--- src/design/tch_pkg.sv ---
// ----------------------------------------------------------------------------
// tch_pkg: shared constants and tables for the tilt-compensated heading
// Fixed-point formats, CORDIC arctangent table and gain constant.
// ----------------------------------------------------------------------------
package tch_pkg;

  localparam int CORDIC_STEPS_DEF = 16;
  localparam int SAMPLE_WIDTH_DEF = 16;
  localparam int MAX_STEPS        = 32;

  // Datapath widths: angle (Q29), rotation datapath, vectoring datapath.
  localparam int ZW = 32;
  localparam int RW = 34;
  localparam int VW = 54;

  localparam longint PI_Q29       = 64'd1686629713;
  localparam longint HALF_PI_Q29  = 64'd843314857;
  localparam longint HALF_PI_FLR  = PI_Q29 / 2;
  localparam longint DEG_SCALE    = 180 * 128;
  localparam int     RAD_MAX      = 12868;
  localparam int     DEG_MAX      = 11520;

  // Degrees conversion: q = mag * DEG_SCALE / pi through a reciprocal.
  localparam int     DIV_SHIFT    = 46;
  localparam longint DIV_K        = (DEG_SCALE << DIV_SHIFT) / PI_Q29;

  // Arctangent of 2^-i in radians, Q29.
  function automatic logic [ZW-1:0] atan_q29(input int i);
    logic [ZW-1:0] v;
    case (i)
      0:       v = 32'd421657428;
      1:       v = 32'd248918915;
      2:       v = 32'd131521918;
      3:       v = 32'd66762579;
      4:       v = 32'd33510843;
      5:       v = 32'd16771758;
      6:       v = 32'd8387925;
      7:       v = 32'd4194219;
      8:       v = 32'd2097141;
      9:       v = 32'd1048575;
      10:      v = 32'd524288;
      // At step 30 the angle is half an LSB, which rounds up to one.
      default: v = (i <= 29) ? (32'd1 << (29 - i)) : ((i == 30) ? 32'd1 : 32'd0);
    endcase
    return v;
  endfunction

  // Inverse CORDIC gain in Q30 for a given step count, evaluated at elaboration.
  function automatic logic [RW-1:0] gain_inv_q30(input int steps);
    logic [63:0] p;
    logic [63:0] v;
    logic [63:0] r;
    logic [63:0] b;
    logic [63:0] rem;
    logic [63:0] quo;
    logic [63:0] num;
    p = 64'd1 << 30;
    for (int i = 0; i < MAX_STEPS; i++) begin
      if (i < steps) p = p + (p >> (2 * i));
    end
    v = p << 30;
    r = 64'd0;
    b = 64'd1 << 62;
    for (int i = 0; i < 32; i++) begin
      if (b > v) b = b >> 2;
    end
    for (int i = 0; i < 32; i++) begin
      if (b != 64'd0) begin
        if (v >= r + b) begin
          v = v - (r + b);
          r = (r >> 1) + b;
        end else begin
          r = r >> 1;
        end
        b = b >> 2;
      end
    end
    num = 64'd1 << 60;
    rem = 64'd0;
    quo = 64'd0;
    for (int k = 63; k >= 0; k--) begin
      rem = (rem << 1) | ((num >> k) & 64'd1);
      if (rem >= r) begin
        rem = rem - r;
        quo = quo | (64'd1 << k);
      end
    end
    return quo[RW-1:0];
  endfunction

endpackage

--- src/design/tch_rot_cell.sv ---
// ----------------------------------------------------------------------------
// tch_rot_cell: one rotation-mode CORDIC step
// Turns the vector toward the residual angle by atan(2^-STEP), registered.
// ----------------------------------------------------------------------------
module tch_rot_cell #(
  parameter int STEP = 0
) (
  input  logic                          clk,
  input  logic                          en,
  input  logic signed [tch_pkg::RW-1:0] x_in,
  input  logic signed [tch_pkg::RW-1:0] y_in,
  input  logic signed [tch_pkg::ZW-1:0] z_in,
  output logic signed [tch_pkg::RW-1:0] x_out,
  output logic signed [tch_pkg::RW-1:0] y_out,
  output logic signed [tch_pkg::ZW-1:0] z_out
);

  localparam logic signed [tch_pkg::ZW-1:0] ATAN = signed'(tch_pkg::atan_q29(STEP));

  always_ff @(posedge clk) begin
    if (en) begin
      if (z_in >= 0) begin
        x_out <= x_in - (y_in >>> STEP);
        y_out <= y_in + (x_in >>> STEP);
        z_out <= z_in - ATAN;
      end else begin
        x_out <= x_in + (y_in >>> STEP);
        y_out <= y_in - (x_in >>> STEP);
        z_out <= z_in + ATAN;
      end
    end
  end

endmodule

--- config.mk ---
export PLATFORM = sky130hd
export DESIGN_NAME = tch_rot_cell
export DESIGN_NICKNAME = d
export VERILOG_FILES = /design/src/design/tch_pkg.sv /design/src/design/tch_rot_cell.sv
export SDC_FILE = /design/constraint.sdc
export NUM_CORES = 1
export LEC_CHECK = 0
export ABC_CLOCK_PERIOD_IN_PS = 4320
export BUFFER_PORTS_ARGS = -buffer_cell sky130_fd_sc_hd__clkbuf_2
export CAP_MARGIN = 20
export CORE_MARGIN = 4
export CORE_UTILIZATION = 45
export CTS_BUF_LIST = sky130_fd_sc_hd__clkbuf_4
export CTS_CLUSTER_DIAMETER = 40
export DETAILED_ROUTE_END_ITERATION = 16
export PLACE_DENSITY = 0.79
export REMOVE_ABC_BUFFERS = 1
export SYNTH_ARGS = -nofsm -noshare
export SYNTH_HDL_FRONTEND = slang
export SYNTH_SLANG_ARGS = --single-unit
--- constraint.sdc ---
create_clock -name clk -period 4.32 [get_ports clk]
set_input_delay 0.864 -clock clk [delete_from_list [all_inputs] [get_ports clk]]
set_output_delay 0.864 -clock clk [all_outputs]
set_load 0.05 [all_outputs]
==> summary.txt <==
CTS tree = built
Total Wirelength = 34.7 mm
FMAX = 288 MHz
core area = 23400 um2
Final Setup Violations = 0
Die H = 162 um
CTS clk-pin slew, worst paths = 170 ps
Worst Setup End Kind = register
asr flop ratio synth = 0%
Nets = 1672
Mapped Cells = 1258
Max Cap Viol = 0
PwrDens = 320 nW/um2
YS warnings = 0
post-placement worst setup slack = 390 ps
grt total ovfl = 0
hold_buf cts = 0
TritonCTS Buffers = 9
final setup TNS = 0 ps
layout cell share with drive strength beyond 1 = 18.6%
root buf cell = clkbuf_4
Starting Density = 45.6%
Max Transition Viols Final = 0
Site Rows = 56
highest cell delay on the worst timing path = 510 ps
Least-Margin Pin Slew = 860 ps
CTS max path bufs = 2
Final Hold Violating Endpoints = 0
worst path bufs/invs = 3
CP arrival = 3720 ps
Lkg Pwr = 5.43 nW
routed vias/inst = 6.00
total I/O pin count = 202
most frequent cells in the layout = clkbuf_2 (199), ha_1 (127), a21oi_1 (125)
die width = 162 um
Max FO, Critical Path = 10
Die Footprint = 26200 um2
Netlist cell types = 84
largest net degree at the start of global routing = 82
cell family with most CP delay = compound AO/OA/AOI/OAI gates
synth top area cells = edfxtp_1 (28%), ha_1 (15%), xnor2_1 (6.0%)
DRT Pass-1 Iters = 5
Setup crit start kind = input pin
unrepaired setup endpoints after global routing = no
drt wl/cell = 19.7 um
required time worst endpoint = 4570 ps
first-pass GRT wire length = 53.7 mm
ys flop type = edfxtp_1
post-synthesis register bit count = 99
H-tree depth = 3
crit-path cells = clkbuf_2, inv_1, ha_1, a21oi_1, a211oi_1, o31ai_1, nand2_1, nand2_1, buf_4, o2111ai_1, and4_1, a2111oi_0
initial antenna violation count = 1
Mapped Area = 10700 um2
outcome = finished clean
Multi-input gate area = 7010 um2
WS Path Type = input pin to register
Post-DP HPWL = 28.0 mm
crit path max-delay cell type = o31ai_1
post-route setup slack = 846 ps
Synth area leader = edfxtp_1
Via Count = 10.6k
vias in the first global route = 9863
Reg area = 2970 um2
Residual DRC = 0
period utilization = 80.4%
Crit path top cell by count = nand2_1
most common cell after layout, fill and taps aside = clkbuf_2
Post-synth EDFFs = 99
fillcell total = 2293
VDD IR-drop max = 169 uV
clk sinks = 99
Hold Crit Class = input pin to register
Placer Congestion = 0.976
min Tclk post-route = 3470 ps
Syn Area/Cell = 8.47 um2
initial DRC count = 1161
sequential fraction of the synthesis area = 27.9%
CTS resizes = 0
Port Buf Inserts = 201
synth-to-layout area growth = 13.9%
Post-CTS Setup Inserts = 0
share of the synthesized area in the top cell type = 27.9%
Tot GR Track Use = 25.5%
max_slew headroom = 42.7%
DRT antenna net count = 0
## logic make-up after synthesis
family / share of synthesized area, %
flip-flops: 27.9
adder cells (fa/ha/maj): 15.7
AO/OA/AOI/OAI: 27.1
buffers and inverters: 6.31
multiplexers: 0.857
XOR/XNOR: 6.98
AND/OR/NAND/NOR: 15.2
## power by group
group / total (mW) / internal [mW] / switching [mW] / leakage [nW]
logic: 2.03 / 0.596 / 1.44 / 4.38
registers: 1.32 / 1.27 / 0.0468 / 0.969
clock network: 0.534 / 0.185 / 0.349 / 0.0809
total: 3.88 / 2.05 / 1.83 / 5.43
## synthesized netlist by cell type (5+ instances only)
| master | n |
|---|---|
| ha_1 | 127 |
| a21oi_1 | 125 |
| inv_1 | 109 |
| edfxtp_1 | 99 |
| nor2_1 | 93 |
| o21ai_0 | 85 |
| xnor2_1 | 73 |
| nand2_1 | 63 |
| a21o_1 | 30 |
| o21bai_1 | 29 |
| nor3_1 | 28 |
| clkbuf_1 | 27 |
| nand3_1 | 27 |
| nand4_1 | 21 |
| o21a_1 | 21 |
| a211oi_1 | 20 |
| nor2b_1 | 20 |
| buf_2 | 19 |
| a31oi_1 | 15 |
| o31ai_1 | 15 |
| and3_1 | 13 |
| o211ai_1 | 13 |
| xor2_1 | 12 |
| nand2b_1 | 11 |
| and2_1 | 8 |
| mux2i_1 | 8 |
| nor4_1 | 8 |
| a221oi_1 | 7 |
| or2_2 | 7 |
| or3_1 | 7 |
| a2111oi_0 | 6 |
| a21boi_0 | 6 |
| o21ai_1 | 6 |
| a221o_1 | 5 |
| buf_1 | 5 |
| o211a_1 | 5 |
| or4_1 | 5 |
## layout make-up
type / count / area share, %
inverters: 116 / 3.59
clock inverters: 6 / 0.515
clock buffers: 10 / 0.618
diodes: 1 / 0.0206
well taps: 319 / 3.29
multi-input cells: 989 / 57.8
repair buffers: 224 / 9.75
flip-flops and latches: 99 / 24.5
## final timing paths
kind	startpoint	endpoint	slack, ps	cells after the start
setup / recovery	x_in[3]	y_out[30]	850	12
hold / removal	z_in[0]	z_out[0]	560	1
## sequential cells by signal, summed over array words and instances, names as in the netlist
register / cells
y_out: 33
z_out: 32
x_out: 34
## metal layers
metal	wire length, um	part of all wire, %	track usage [%]	vias up
met5	0	0	0	-
met2	15100	43	39.3	571
li1	-	-	-	4977
met3	3310	9.6	3.88	51
met4	789	2.3	7.11	0
met1	15500	45	37.5	4986
## through the flow
step / util [%] / hold WS [ps] / cells / area, um2 / power (mW)
global placement: 51.3 / 1040 / 1747 / 12000 / 3.31
CTS: 51.9 / 522 / 1763 / 12100 / 3.87
finish: 51.9 / 558 / 1764 / 12100 / 3.88
global route: 51.9 / 524 / 1764 / 12100 / 4.08
detailed placement: 51.3 / 1050 / 1747 / 12000 / 3.34
floorplan: - / 963 / 1204 / 10400 / 2.76
No activity file was read; power rests on OpenSTA's default activity.
