==> src/design/tch_pkg.sv <==
// ----------------------------------------------------------------------------
// tch_pkg: shared constants and tables for the tilt-compensated heading
// Fixed-point formats, CORDIC arctangent table and gain constant.
// ----------------------------------------------------------------------------
package tch_pkg;

  localparam int CORDIC_STEPS_DEF = 16;
  localparam int SAMPLE_WIDTH_DEF = 16;
  localparam int MAX_STEPS        = 32;

  // Datapath widths: angle (Q29), rotation datapath, vectoring datapath.
  localparam int ZW = 32;
  localparam int RW = 34;
  localparam int VW = 54;

  localparam longint PI_Q29       = 64'd1686629713;
  localparam longint HALF_PI_Q29  = 64'd843314857;
  localparam longint HALF_PI_FLR  = PI_Q29 / 2;
  localparam longint DEG_SCALE    = 180 * 128;
  localparam int     RAD_MAX      = 12868;
  localparam int     DEG_MAX      = 11520;

  // Degrees conversion: q = mag * DEG_SCALE / pi through a reciprocal.
  localparam int     DIV_SHIFT    = 46;
  localparam longint DIV_K        = (DEG_SCALE << DIV_SHIFT) / PI_Q29;

  // Arctangent of 2^-i in radians, Q29.
  function automatic logic [ZW-1:0] atan_q29(input int i);
    logic [ZW-1:0] v;
    case (i)
      0:       v = 32'd421657428;
      1:       v = 32'd248918915;
      2:       v = 32'd131521918;
      3:       v = 32'd66762579;
      4:       v = 32'd33510843;
      5:       v = 32'd16771758;
      6:       v = 32'd8387925;
      7:       v = 32'd4194219;
      8:       v = 32'd2097141;
      9:       v = 32'd1048575;
      10:      v = 32'd524288;
      // At step 30 the angle is half an LSB, which rounds up to one.
      default: v = (i <= 29) ? (32'd1 << (29 - i)) : ((i == 30) ? 32'd1 : 32'd0);
    endcase
    return v;
  endfunction

  // Inverse CORDIC gain in Q30 for a given step count, evaluated at elaboration.
  function automatic logic [RW-1:0] gain_inv_q30(input int steps);
    logic [63:0] p;
    logic [63:0] v;
    logic [63:0] r;
    logic [63:0] b;
    logic [63:0] rem;
    logic [63:0] quo;
    logic [63:0] num;
    p = 64'd1 << 30;
    for (int i = 0; i < MAX_STEPS; i++) begin
      if (i < steps) p = p + (p >> (2 * i));
    end
    v = p << 30;
    r = 64'd0;
    b = 64'd1 << 62;
    for (int i = 0; i < 32; i++) begin
      if (b > v) b = b >> 2;
    end
    for (int i = 0; i < 32; i++) begin
      if (b != 64'd0) begin
        if (v >= r + b) begin
          v = v - (r + b);
          r = (r >> 1) + b;
        end else begin
          r = r >> 1;
        end
        b = b >> 2;
      end
    end
    num = 64'd1 << 60;
    rem = 64'd0;
    quo = 64'd0;
    for (int k = 63; k >= 0; k--) begin
      rem = (rem << 1) | ((num >> k) & 64'd1);
      if (rem >= r) begin
        rem = rem - r;
        quo = quo | (64'd1 << k);
      end
    end
    return quo[RW-1:0];
  endfunction

endpackage

==> src/design/tch_vec_cell.sv <==
// ----------------------------------------------------------------------------
// tch_vec_cell: one vectoring-mode CORDIC step
// Drives y toward zero by atan(2^-STEP) and accumulates the angle, registered.
// ----------------------------------------------------------------------------
module tch_vec_cell #(
  parameter int STEP = 0
) (
  input  logic                          clk,
  input  logic                          en,
  input  logic signed [tch_pkg::VW-1:0] x_in,
  input  logic signed [tch_pkg::VW-1:0] y_in,
  input  logic signed [tch_pkg::ZW-1:0] z_in,
  output logic signed [tch_pkg::VW-1:0] x_out,
  output logic signed [tch_pkg::VW-1:0] y_out,
  output logic signed [tch_pkg::ZW-1:0] z_out
);

  localparam logic signed [tch_pkg::ZW-1:0] ATAN = signed'(tch_pkg::atan_q29(STEP));

  always_ff @(posedge clk) begin
    if (en) begin
      if (y_in >= 0) begin
        x_out <= x_in + (y_in >>> STEP);
        y_out <= y_in - (x_in >>> STEP);
        z_out <= z_in + ATAN;
      end else begin
        x_out <= x_in - (y_in >>> STEP);
        y_out <= y_in + (x_in >>> STEP);
        z_out <= z_in - ATAN;
      end
    end
  end

endmodule

==> config.mk <==
export PLATFORM = sky130hd
export DESIGN_NAME = tch_vec_cell
export DESIGN_NICKNAME = d
export VERILOG_FILES = /design/src/design/tch_pkg.sv /design/src/design/tch_vec_cell.sv
export SDC_FILE = /design/constraint.sdc
export NUM_CORES = 1
export LEC_CHECK = 0
export BUFFER_PORTS_ARGS = -buffer_cell sky130_fd_sc_hd__clkbuf_2
export CAP_MARGIN = 20
export CORE_MARGIN = 2
export CORE_UTILIZATION = 40
export CTS_CLUSTER_DIAMETER = 50
export DETAILED_ROUTE_END_ITERATION = 10
export GPL_TIMING_DRIVEN = 0
export PLACE_DENSITY = 0.73
export SLEW_MARGIN = 30
export SYNTH_ARGS = -nofsm -noshare
export SYNTH_HDL_FRONTEND = slang
export SYNTH_SLANG_ARGS = --single-unit
==> constraint.sdc <==
create_clock -name clk -period 5.2 [get_ports clk]
set_clock_uncertainty 0.2 [all_clocks]
set_input_delay 1.04 -clock clk [delete_from_list [all_inputs] [get_ports clk]]
set_output_delay 1.04 -clock clk [all_outputs]
set_load 0.02 [all_outputs]
==> impl_results.md <==
- Status: finished clean
- Fin nets: between 2,000 and 3,000
- CP peak stage delay: 380 ps
- Detailed Route WL: roughly 60,000 microns
- Power Internal: 2.84 mW
- Core Box Area: 0.0385 sq mm
- Logic pwr share: 0.434
- Seq cells post-synth: 139
- Crit path kind: in2reg
- Die width: 201 microns
- Crit path max-delay family: compound AO/OA/AOI/OAI gates
- Switch share: 0.410
- Cell taking the most area after synthesis: edfxtp_1
- Cell count after placement: 2,683
- Largest net degree at the start of global routing: 86
- Syn nets: ~2,200
- Fmax: between 200 and 250 MHz
- GR Layer Usage met3: 0.0490
- TritonCTS clock tree: built
- I/O Pins: ~280
- Startpoint Class: primary input
- Post-synth EDFFs: 139
- Critical Path AT: approximately 5000 ps
- Sequential power share: 0.323
- Vias in the first global route: 15,400
- Mapped Avg Cell Area: 8.20 sq um
- Slowest cell on crit path: a211oi_2
- M2 GR Usage: 0.467
- Stages on worst setup path: 17
- Placement Rows: 72
- Layout cells sized above 1: 0.166
- Clock power frac: 0.243
- Clk buf depth: 2
- Iter 0 DRT Violations: ~1,600
- Top cells by count, synth: a21oi_1, ha_1, inv_1
- Final Hold Vio Count: 0
- Setup crit end: z_out[30]
- Power Density: 265 mW/mm^2
- Max IR drop VDD: between 0.0002 and 0.00025 V
- Register area share after synthesis: 0.269
- Root Driver: clkbuf_16
- Max-cap violations: 0
- Synth area leaders: edfxtp_1, ha_1, a21oi_1, xnor2_1, inv_1
- Unrepaired setup endpoints after global routing: false
- Top-count cell post-synth: a21oi_1
- First-pass DRT Iterations: 6
- Worst Path Buf+Inv: 6
- Ys async rst share: 0
- Layout Area Growth over Synthesis: 17.0%
- Slew headroom: 0.296
- Initial Utilization: 0.403
- # setup viols final: 0
- Top FF cell, synth: edfxtp_1
- Synth Instances: 1,893
- Critical Path Fanout Max: 23
- Vias: around 16,000
- Port buffer count: around 270
- GRT busiest layer: met2
- Cts bufs inserted: 17
- Final worst path period need: approximately 5000 ps
- Critical path endpoint category: register
- Psw: 1.97 mW
- Wirelength per Cell: ~22 microns
- Distinct cells, synth: 90
- Layout fillers: between 3,000 and 4,000
- CTS Hold Bufs: 0
- Leak pwr: a little under 8 nW
- HPWL after detailed placement: around 48,000 microns
- Cell Chain, Critical Path: clkbuf_2 > clkinvlp_4 > clkbuf_2 > clkbuf_4 > buf_6 > ha_1 > clkbuf_1 > a21o_1 > a21oi_1 > o21ai_0 > o221ai_2 > a211oi_2 > a21oi_1 > o21a_1 > o21ai_1 > a41oi_1 > xnor2_1
- Worst-Margin Slew: between 1000 and 1500 ps
- GP Congestion: 0.974
- Setup TNS Final: 0 ps
- CTS clk-pin slew, worst paths: 60 ps
- GRT overflow: 0
- Worst EP required: between 5000 and 6000 ps
- Initial antenna violation count: 3
- Synth warn: 0
- Top cell type's share of synthesized area: 0.269
- Final ANT Viol Nets: 0
- H-tree depth: 4
- Die height: 201 microns
- Die area: slightly above 0.04 sq mm
- Met1 GRT Util: 0.384
- Clock sink count: 139
- Hold Path Class: in2reg
- Final Max Tran Viols: 0
- Crit. Startpoint: y_in[53]
- Post-Syn Area: 0.0155 sq mm
- Total GRT Usage: 0.288
- Final worst-path cycle share: 0.958
- Post-DR vias/cell: 5.87
- DRC Markers: 0
- First-pass GRT wire length: ~90,000 microns
- Non-Filler Instances: ~2,700
## cell type report
type	count	area, sq um	area share
multi-input combinational	1472	10300	0.567
sequential	139	4170	0.230
timing repair buffer	273	1400	0.0771
clock buffer	18	429	0.0236
tap	518	648	0.0357
inverter	181	683	0.0376
buffer	98	407	0.0224
antenna	2	5.00	0.000276
clock inverter	13	120	0.00661
## how the worst min path moves through the flow
stage                        from        to  cells after the start
after detailed placement  z_in[1]  z_out[1]                      1
final                     z_in[1]  z_out[1]                      1
after floorplan           z_in[0]  z_out[0]                      0
after global routing      z_in[1]  z_out[1]                      1
after global placement    z_in[0]  z_out[0]                      1
after CTS                 z_in[1]  z_out[1]                      1
## kinds of logic (layout without fill, tap and decap cells)
kind of cell,Yosys count,after routing,synth area share
adder cells (fa/ha/maj),177,177,0.144
XOR/XNOR,142,142,0.0801
multiplexers,28,28,0.0181
AO/OA/AOI/OAI,684,684,0.283
flip-flops,139,139,0.269
buffers and inverters,282,583,0.0691
other,0,2,0
AND/OR/NAND/NOR,441,441,0.136
## power by group through the flow
stage | Clock (mW) | Sequential [mW] | Combinational (mW)
after detailed placement | 0 | 1.58 | 2.04
final | 1.17 | 1.56 | 2.09
after global placement | 0 | 1.58 | 2.03
after global routing | 1.24 | 1.57 | 2.23
after floorplan | 0 | 1.81 | 1.08
after CTS | 1.20 | 1.56 | 2.05
## cell usage in the layout, fill, tap and decap left out, drive strengths merged, types with 23 or more instances in the layout
master and instances:
nand4 30, nor2 150, a21oi 254, o31ai 29, edfxtp 139, xor2 27, mux2i 27, nor3 36
clkbuf 362, xnor2 115, o21bai 48, a211oi 23, ha 174, buf 27, o211ai 23, o21ai 122
inv 183, a21o 41, nand2 101
## state kept, by name, summed over array words and instances, names as in the netlist
signal	cells
y_out	53
z_out	32
x_out	54
## per-stage QoR
step	hold WS, ps	setup slack [ps]	cell area [sq um]	total power [mW]	util
2_1_floorplan	939	91.2	15500	2.89	-
3_3_place_gp	1020	-1750	17500	3.61	0.456
3_5_place_dp	1020	-1700	17600	3.62	0.457
4_1_cts	530	11.0	18100	4.81	0.471
5_1_grt	545	7.99	18200	5.05	0.472
6_report	568	218	18200	4.81	0.472
## layer usage
metal,vias up,wire length (microns)
met1,7589,25600
met3,145,4430
met5,-,8
met4,2,2250
li1,7421,-
met2,768,27400
## repair_timing
| action | 4_1_cts | 5_1_grt |
|---|---|---|
| setup endpoints to repair | 18 | 17 |
| buffers inserted | 0 | 1 |
| endpoints found under the hold margin | 0 | 0 |
| resized for setup | 7 | 11 |
| pin swaps | 0 | 2 |
No activity file was read; power rests on OpenSTA's default activity.
